### src/rtl/pdr_pkg.sv
`default_nettype none
// ----------------------------------------------------------------------------
// pdr_pkg: shared types and constants of the page-addressed display RAM
// Command codes, register indexes, stream field layout, sequencer states
// and the status bundle of the shared remainder unit.
// ----------------------------------------------------------------------------
package pdr_pkg;

    // Geometry defaults
    localparam int MAX_COLUMNS_DEF = 128;
    localparam int MAX_PAGES_DEF   = 8;

    // Configuration port
    localparam int CFG_ADDR_W  = 1;
    localparam int CFG_DATA_W  = 8;
    localparam int COLS_REG_W  = 8;
    localparam int PAGES_REG_W = 4;

    localparam logic [CFG_ADDR_W-1:0]  REG_COLUMN_COUNT = 1'd0;
    localparam logic [CFG_ADDR_W-1:0]  REG_PAGE_COUNT   = 1'd1;
    localparam logic [COLS_REG_W-1:0]  COLUMN_COUNT_RST = 8'd128;
    localparam logic [PAGES_REG_W-1:0] PAGE_COUNT_RST   = 4'd8;

    // Request fields
    localparam int CMD_W     = 2;
    localparam int COLUMN_W  = 8;
    localparam int PAGE_W    = 4;
    localparam int BYTE_W    = 8;
    localparam int TUSER_W   = CMD_W;
    localparam int TDATA_W   = 24;
    localparam int COLUMN_LO = 0;
    localparam int PAGE_LO   = COLUMN_LO + COLUMN_W;
    localparam int WBYTE_LO  = PAGE_LO + PAGE_W;

    // Remainder unit: dividend covers an 8-bit column, a 4-bit page and
    // a column pointer plus one up to 256
    localparam int DIV_BITS  = 9;
    localparam int DIV_CNT_W = 4;

    typedef enum logic [CMD_W-1:0] {
        CMD_SET_POS = 2'd0,
        CMD_WRITE   = 2'd1,
        CMD_READ    = 2'd2,
        CMD_CLEAR   = 2'd3
    } t_cmd;

    typedef enum logic [3:0] {
        S_CLEAR,
        S_IDLE,
        S_COL_GO,
        S_COL_WAIT,
        S_PG_GO,
        S_PG_WAIT,
        S_RD,
        S_ADV,
        S_ADV_WAIT
    } t_state;

    typedef struct packed {
        logic busy;
        logic done;
    } t_div_stat;

endpackage
`default_nettype wire

### src/rtl/pdr_mod_unit.sv
`default_nettype none
// ----------------------------------------------------------------------------
// pdr_mod_unit: bit-serial remainder unit
// Restoring shift-subtract, one dividend bit per cycle, all DIV_BITS bits in turn.
// done pulses for one cycle; the remainder holds until the next start.
// ----------------------------------------------------------------------------
module pdr_mod_unit #(
    parameter int DVW = 8
) (
    input  wire logic                         i_clk,
    input  wire logic                         i_rst_n,
    input  wire logic                         i_start,
    input  wire logic [pdr_pkg::DIV_BITS-1:0] i_dividend,
    input  wire logic [DVW-1:0]               i_divisor,
    output pdr_pkg::t_div_stat                o_stat,
    output logic      [DVW-1:0]               o_rem
);

    import pdr_pkg::*;

    logic                 r_busy;
    logic                 r_done;
    logic [DIV_CNT_W-1:0] r_cnt;
    logic [DIV_BITS-1:0]  r_num;
    logic [DVW-1:0]       r_den;
    logic [DVW-1:0]       r_rem;

    logic [DVW:0]         w_shift;
    logic [DVW-1:0]       n_rem;

    always_comb begin
        w_shift = {r_rem, r_num[DIV_BITS-1]};
        if (w_shift >= {1'b0, r_den}) begin
            n_rem = DVW'(w_shift - {1'b0, r_den});
        end else begin
            n_rem = DVW'(w_shift);
        end
    end

    always_ff @(posedge i_clk) begin
        if (!i_rst_n) begin
            r_busy <= 1'b0;
            r_done <= 1'b0;
            r_cnt  <= '0;
        end else begin
            r_done <= 1'b0;
            if (i_start) begin
                r_busy <= 1'b1;
                r_cnt  <= DIV_CNT_W'(DIV_BITS);
            end else if (r_busy) begin
                r_cnt <= r_cnt - DIV_CNT_W'(1);
                if (r_cnt == DIV_CNT_W'(1)) begin
                    r_busy <= 1'b0;
                    r_done <= 1'b1;
                end
            end
        end
    end

    always_ff @(posedge i_clk) begin
        if (i_start) begin
            r_rem <= '0;
            r_num <= i_dividend;
            r_den <= i_divisor;
        end else if (r_busy) begin
            r_rem <= n_rem;
            r_num <= {r_num[DIV_BITS-2:0], 1'b0};
        end
    end

    assign o_stat.busy = r_busy;
    assign o_stat.done = r_done;
    assign o_rem       = r_rem;

endmodule
`default_nettype wire

### config.mk
export PLATFORM = sky130hd
export DESIGN_NAME = pdr_mod_unit
export DESIGN_NICKNAME = d
export VERILOG_FILES = /design/src/rtl/pdr_pkg.sv /design/src/rtl/pdr_mod_unit.sv
export SDC_FILE = /design/constraint.sdc
export NUM_CORES = 1
export LEC_CHECK = 0
export BUFFER_PORTS_ARGS = -buffer_cell sky130_fd_sc_hd__buf_2
export CORE_ASPECT_RATIO = 1.75
export CORE_MARGIN = 2
export CORE_UTILIZATION = 51
export CTS_BUF_LIST = sky130_fd_sc_hd__clkbuf_8
export CTS_CLUSTER_DIAMETER = 50
export DETAILED_ROUTE_END_ITERATION = 6
export PLACE_DENSITY = 0.77
export SETUP_SLACK_MARGIN = 0.05
export SYNTH_ARGS = -nofsm -noshare
export SYNTH_HDL_FRONTEND = slang
export SYNTH_SLANG_ARGS = --single-unit
### constraint.sdc
create_clock -name i_clk -period 2.01 [get_ports i_clk]
set_input_delay 0.1005 -clock i_clk [delete_from_list [all_inputs] [get_ports i_clk]]
set_output_delay 0.1005 -clock i_clk [all_outputs]
set_load 0.01 [all_outputs]
Word-level counts from Yosys, hierarchy flattened:

Cells that the tools add are included.

* $add $sub $neg: 2
* magnitude comparators: 1
* equal/unequal tests: 1
* muxes and demuxes: 9
* bitwise operators: 2
* reductions and logical operators: 3

Operators with widths (count)
* 2-to-1 mux 9 bit: 2
* greater-or-equal comparator 9 x 8 -> 1 bit: 1
* 2-to-1 mux 4 bit: 2
* 2-to-1 mux 8 bit: 1
* subtractor 8 bit: 1
* equality test 4 x 1 -> 1 bit (second input constant): 1
* 2-to-1 mux 1 bit: 4
* subtractor 4 x 1 -> 4 bit (second input constant): 1
* OR reduction 3 bit: 1
* NOT 1 bit: 2
* nonzero test 2 bit: 1
* OR reduction 2 bit: 1

* register bits after elaboration: 31
* output and inout port bits: 10

Depth between registers and ports, before layout:

* word-level depth: 4
* mapped depth: 9
* depth with buffers taken out: 9

Worst setup path before layout:

No wires, ideal clock.

* kind: register to register
* from: register r_num[8]
* to: register r_rem[6] (netlist: o_rem[6])
* setup time: 0.067 ns
* arrival time: 1.801 ns
* data required time: 1.943 ns
* slack: 0.142 ns
* cell stages (with the launch flop): 10
* clock period less this slack: 1.868 ns
* path through: edfxtp_1 > inv_1 > ha_1 > fa_1 > nor2b_4 > o31a_1 > o21a_1 > o21a_1 > o31a_1 > o21ai_2

* cells in the longest elaborated chain, start to end: 2

Ends and longest elaborated chain
* start: declaration: line pdr_mod_unit.sv:24 `logic [DIV_BITS-1:0] r_num;`
* start signal: assignment: line pdr_mod_unit.sv:63 `r_num <= i_dividend;`
* start signal: assignment: line pdr_mod_unit.sv:67 `r_num <= {r_num[DIV_BITS-2:0], 1'b0};`
* subtractor 8 bit or greater-or-equal comparator 9 x 8 -> 1 bit (tied branches): line pdr_mod_unit.sv:34, pdr_mod_unit.sv:33
* 2-to-1 mux 8 bit (*): line pdr_mod_unit.sv:33 `if (w_shift >= {1'b0, r_den}) begin`
* end signal: assignment: line pdr_mod_unit.sv:66 `r_rem <= n_rem;`
* end: declaration: line pdr_mod_unit.sv:26 `logic [DVW-1:0] r_rem;`

Every way passes the cells marked *; elsewhere a longest branch is shown, timed or not.
A chain may end at the register's enable or synchronous reset.

Worst setup path after layout:

* from: register r_den[0]
* to: register r_rem[6] (netlist: o_rem[6])

* cells in the longest elaborated chain, start to end: 2

Ends and longest elaborated chain
* start: declaration: line pdr_mod_unit.sv:25 `logic [DVW-1:0] r_den;`
* start signal: assignment: line pdr_mod_unit.sv:64 `r_den <= i_divisor;`
* subtractor 8 bit or greater-or-equal comparator 9 x 8 -> 1 bit (tied branches): line pdr_mod_unit.sv:34, pdr_mod_unit.sv:33
* 2-to-1 mux 8 bit (*): line pdr_mod_unit.sv:33

Marks and branches as above.

==> results.yml <==
critical_path:
  worst_path_most_repeated_cell: "sky130_fd_sc_hd__o31a_1"
  cell_family_with_most_cp_delay: "compound AO/OA/AOI/OAI gates"
  crit_fanout: 3
  required_time_at_the_endpoint_of_the_critical_path_ns: 2.23
  crit_path_max_incr_delay_ns: 0.41
  critPathLaunchType: "flop"
  critical_path.cell_chain: "ha_4 -> fa_2 -> nor2b_4 -> o31a_1 -> o21a_1 -> nor3_1 -> o31a_1 -> o21ai_2"
  critical_path_class: "flop to flop"
  master_of_the_slowest_instance_on_the_critical_path: "sky130_fd_sc_hd__edfxtp_1"
  setup.worst_path.end_class: "flop"
  worst_ep_arrival_time_ns: 2.15
  worstPathBufferInverterCount: 0
global_routing:
  largest_net_degree_at_the_start_of_global_routing: 27
  globalRouteTotalUtil_pct: 19.3
  number_of_global_route_vias_before_repair: 1255
  antenna_found_initial: 0
  grt-ovfl-total: 0
  grt_first_pass_wirelength_mm: 5.16
timing:
  slew_viol_final: 0
  post-route-period-util_pct: 96.0
  timing_worst_slew_pin_value_ns: 0.481
  timing.final.setup_violations: 0
  timing.max_slew.rel_slack_pct: 67.9
  clock_skew_ns: 0.0124
  min_clock_period_post_route_ns: 1.93
  fmax_ghz: 0.518
  hold-worst-slack_ns: 0.0712
  hold_viol: 0
  rsz_0062_raised_after_global_routing: "true"
  setup_slack_ns: 0.0798
clock_network:
  clk_pin_slew_ns: 0.07
  tritoncts: "built"
  insertion_delay_of_the_later_clocked_pin_in_the_worst_skew_pair_ns: 0.28
  cts_num_sinks: 31
  clk_root_buffer_cell: "sky130_fd_sc_hd__clkbuf_8"
  tritoncts.num_buffers: 5
  clock_path_buffers: 2
  cts_max_level: 2
synth:
  yosys.area_share.adder_pct: 9.06
  synth_warnings: 0
  seq_area_frac_synth_pct: 49.3
  postSynthNetCount: 183
  synth.avg_cell_area_um2: 10.5
  postSynthRegisterBits: 31
  synthXorXnorAreaFrac_pct: 2.73
  synth_compound_gate_area_share_pct: 15.4
  synth.area.top_cells: "sky130_fd_sc_hd__edfxtp_1 (32%), sky130_fd_sc_hd__dfxtp_1 (17%), sky130_fd_sc_hd__ha_1 (7.8%), sky130_fd_sc_hd__mux2_2 (5.6%), sky130_fd_sc_hd__nor2_1 (3.5%)"
  synthArstFlopShare_pct: 0
  synth_simple_gate_area_share_pct: 11.9
  dominant_combinational_cell_family_by_area_after_synthesis: "compound AO/OA/AOI/OAI gates"
  synthCells: 152
  area_fraction_of_the_dominant_cell_type_after_synthesis_pct: 31.9
  synth.mux.area_fraction_pct: 6.25
  number_of_enable_type_register_cells_in_the_synthesized_netlist: 17
  synth.cell_area_um2: 1600
  synth_ff_type: "sky130_fd_sc_hd__edfxtp_1"
  synth.lib_cells_used.distinct: 36
  synth_top_cell_by_area: "sky130_fd_sc_hd__edfxtp_1"
routing:
  wire_per_inst_um: 13.2
  antenna_left: 0
  total_wire_length_after_detailed_routing_mm: 3.15
  drc: 0
  route.detailed.vias_per_inst: 5.14
  drtPass1Iterations: 6
  drt_iter0_drc: 23
  num_vias: 1224
cells_and_area:
  area_delta_synth_final_pct: 25.9
  nets: 225
  layout.filler_cells: 242
  diodes: 0
  final_util_pct: 65.6
  drive_above_1_share_pct: 30.3
place:
  placement.io_buffers: 29
  hpwl_mm: 2.32
  detailedPlace.worstSlack_ns: 0.0166
  globalplace.congestion: 0.886
die:
  initial_utilization_pct: 52.1
  design.die.area_um2: 3620
  coreArea_um2: 3070
  die_h_um: 78.2
  dieWidth_um: 46.4
  top_level_ports: 30
  placement_rows: 27
min_path:
  hold_path_class: "input port to flop"
job:
  cap_viol_max_count: 0
power:
  power_per_cell_area_nw_per_um2: 748
  p_leak_nw: 0.862
  irDropWorstVdd_mv: 0.664
status:
  run_status: "completed"
## registers in the layout, summed over array words and instances, names as in the netlist
name / count
r_cnt: 4
o_rem: 8
r_busy: 1
r_num: 9
r_done: 1
r_den: 8
## Yosys cell counts (all sizes together), types with 2 or more instances
master,number
a211oi,5
a21oi,12
buf,4
clkbuf,2
dfxtp,14
edfxtp,17
ha,10
inv,14
mux2,8
nand2,9
nand2b,4
nor2,15
nor2b,3
nor3,3
o21a,5
o21ai,7
o31a,2
xnor2,2
xor2,3
## metal layers
metal / vias up / wire length (um) / GRT usage, %
li1: 618 / - / -
met1: 570 / 1240 / 21.3
met2: 31 / 1750 / 33.6
met3: 5 / 128 / 4.60
met4: 0 / 34 / 7.14
met5: - / 0 / 0
## layout make-up
class                   instances  area (um^2)  area share (%)
flip-flops and latches         31          791            39.2
multi-input cells             101          774            38.4
repair buffers                 41          255            12.6
clock buffers                   6         82.6            4.09
well taps                      43         53.8            2.67
inverters                      14         52.6            2.60
clock inverters                 2         8.76           0.434
## worst reg2reg max path: stages (launching register included)
cell and delay (ns):
sky130_fd_sc_hd__edfxtp_1 0.41, sky130_fd_sc_hd__ha_4 0.19, sky130_fd_sc_hd__fa_2 0.41, sky130_fd_sc_hd__nor2b_4 0.15
sky130_fd_sc_hd__o31a_1 0.15, sky130_fd_sc_hd__o21a_1 0.14, sky130_fd_sc_hd__nor3_1 0.05, sky130_fd_sc_hd__o31a_1 0.28
sky130_fd_sc_hd__o21ai_2 0.10
## per-stage QoR
step | TNS (ns) | instance area (um^2) | power, mW | cells
after floorplan | 0 | 1600 | 0.932 | 152
after global placement | 0 | 1800 | 0.997 | 222
after detailed placement | 0 | 1800 | 1.01 | 222
after CTS | 0 | 1970 | 1.51 | 238
after global routing | -0.0508 | 2020 | 1.59 | 238
final | 0 | 2020 | 1.51 | 238
## final timing paths
| path | slack (ns) | end | cells past startpoint | startpoint |
|---|---|---|---|---|
| max | 0.08 | o_rem[6] | 8 | r_den[0] |
| min | 0.07 | r_cnt[0] | 2 | i_rst_n |
| max reg2reg | 0.08 | o_rem[6] | 8 | r_den[0] |
| min reg2reg | 0.49 | o_rem[7] | 1 | o_rem[7] |
## power by group
part / switching (mW) / total (mW) / internal, mW / leakage (nW)
logic: 0.139 / 0.276 / 0.137 / 0.526
clock network: 0.213 / 0.484 / 0.270 / 0.0524
registers: 0.0279 / 0.750 / 0.722 / 0.284
## placed cells by master, fill, tap and decap left out, drive strengths merged, types with 2 or more instances in the layout
cell type    Yosys  layout
a211oi           5       5
a21oi           12      12
buf              4      33
clkbuf           2       6
dfxtp           14      14
dlygate4sd3      0       8
edfxtp          17      17
ha              10      10
inv             14      15
mux2             8       8
nand2            9       9
nand2b           4       4
nor2            15      15
nor2b            3       3
nor3             3       3
o21a             5       5
o21ai            7       7
o31a             2       2
xnor2            2       2
xor2             3       3
## cell families after synthesis
logic type / count (synthesis)
AOI/OAI and AO/OA: 37
adders and majority gates: 11
and+or+nand+nor: 39
muxes: 9
DFF: 31
xor gates and xnor gates: 5
buffers and inverters: 20
## timing repair
action / in CTS / in global routing
hold buffers: 8 / 0
resized for setup: 1 / 8
pin swaps: 0 / 2
setup endpoints to repair: 1 / 5
hold endpoints to repair: 8 / 0
buffers inserted: 0 / 0
No activity file was read; power rests on OpenSTA's default activity.
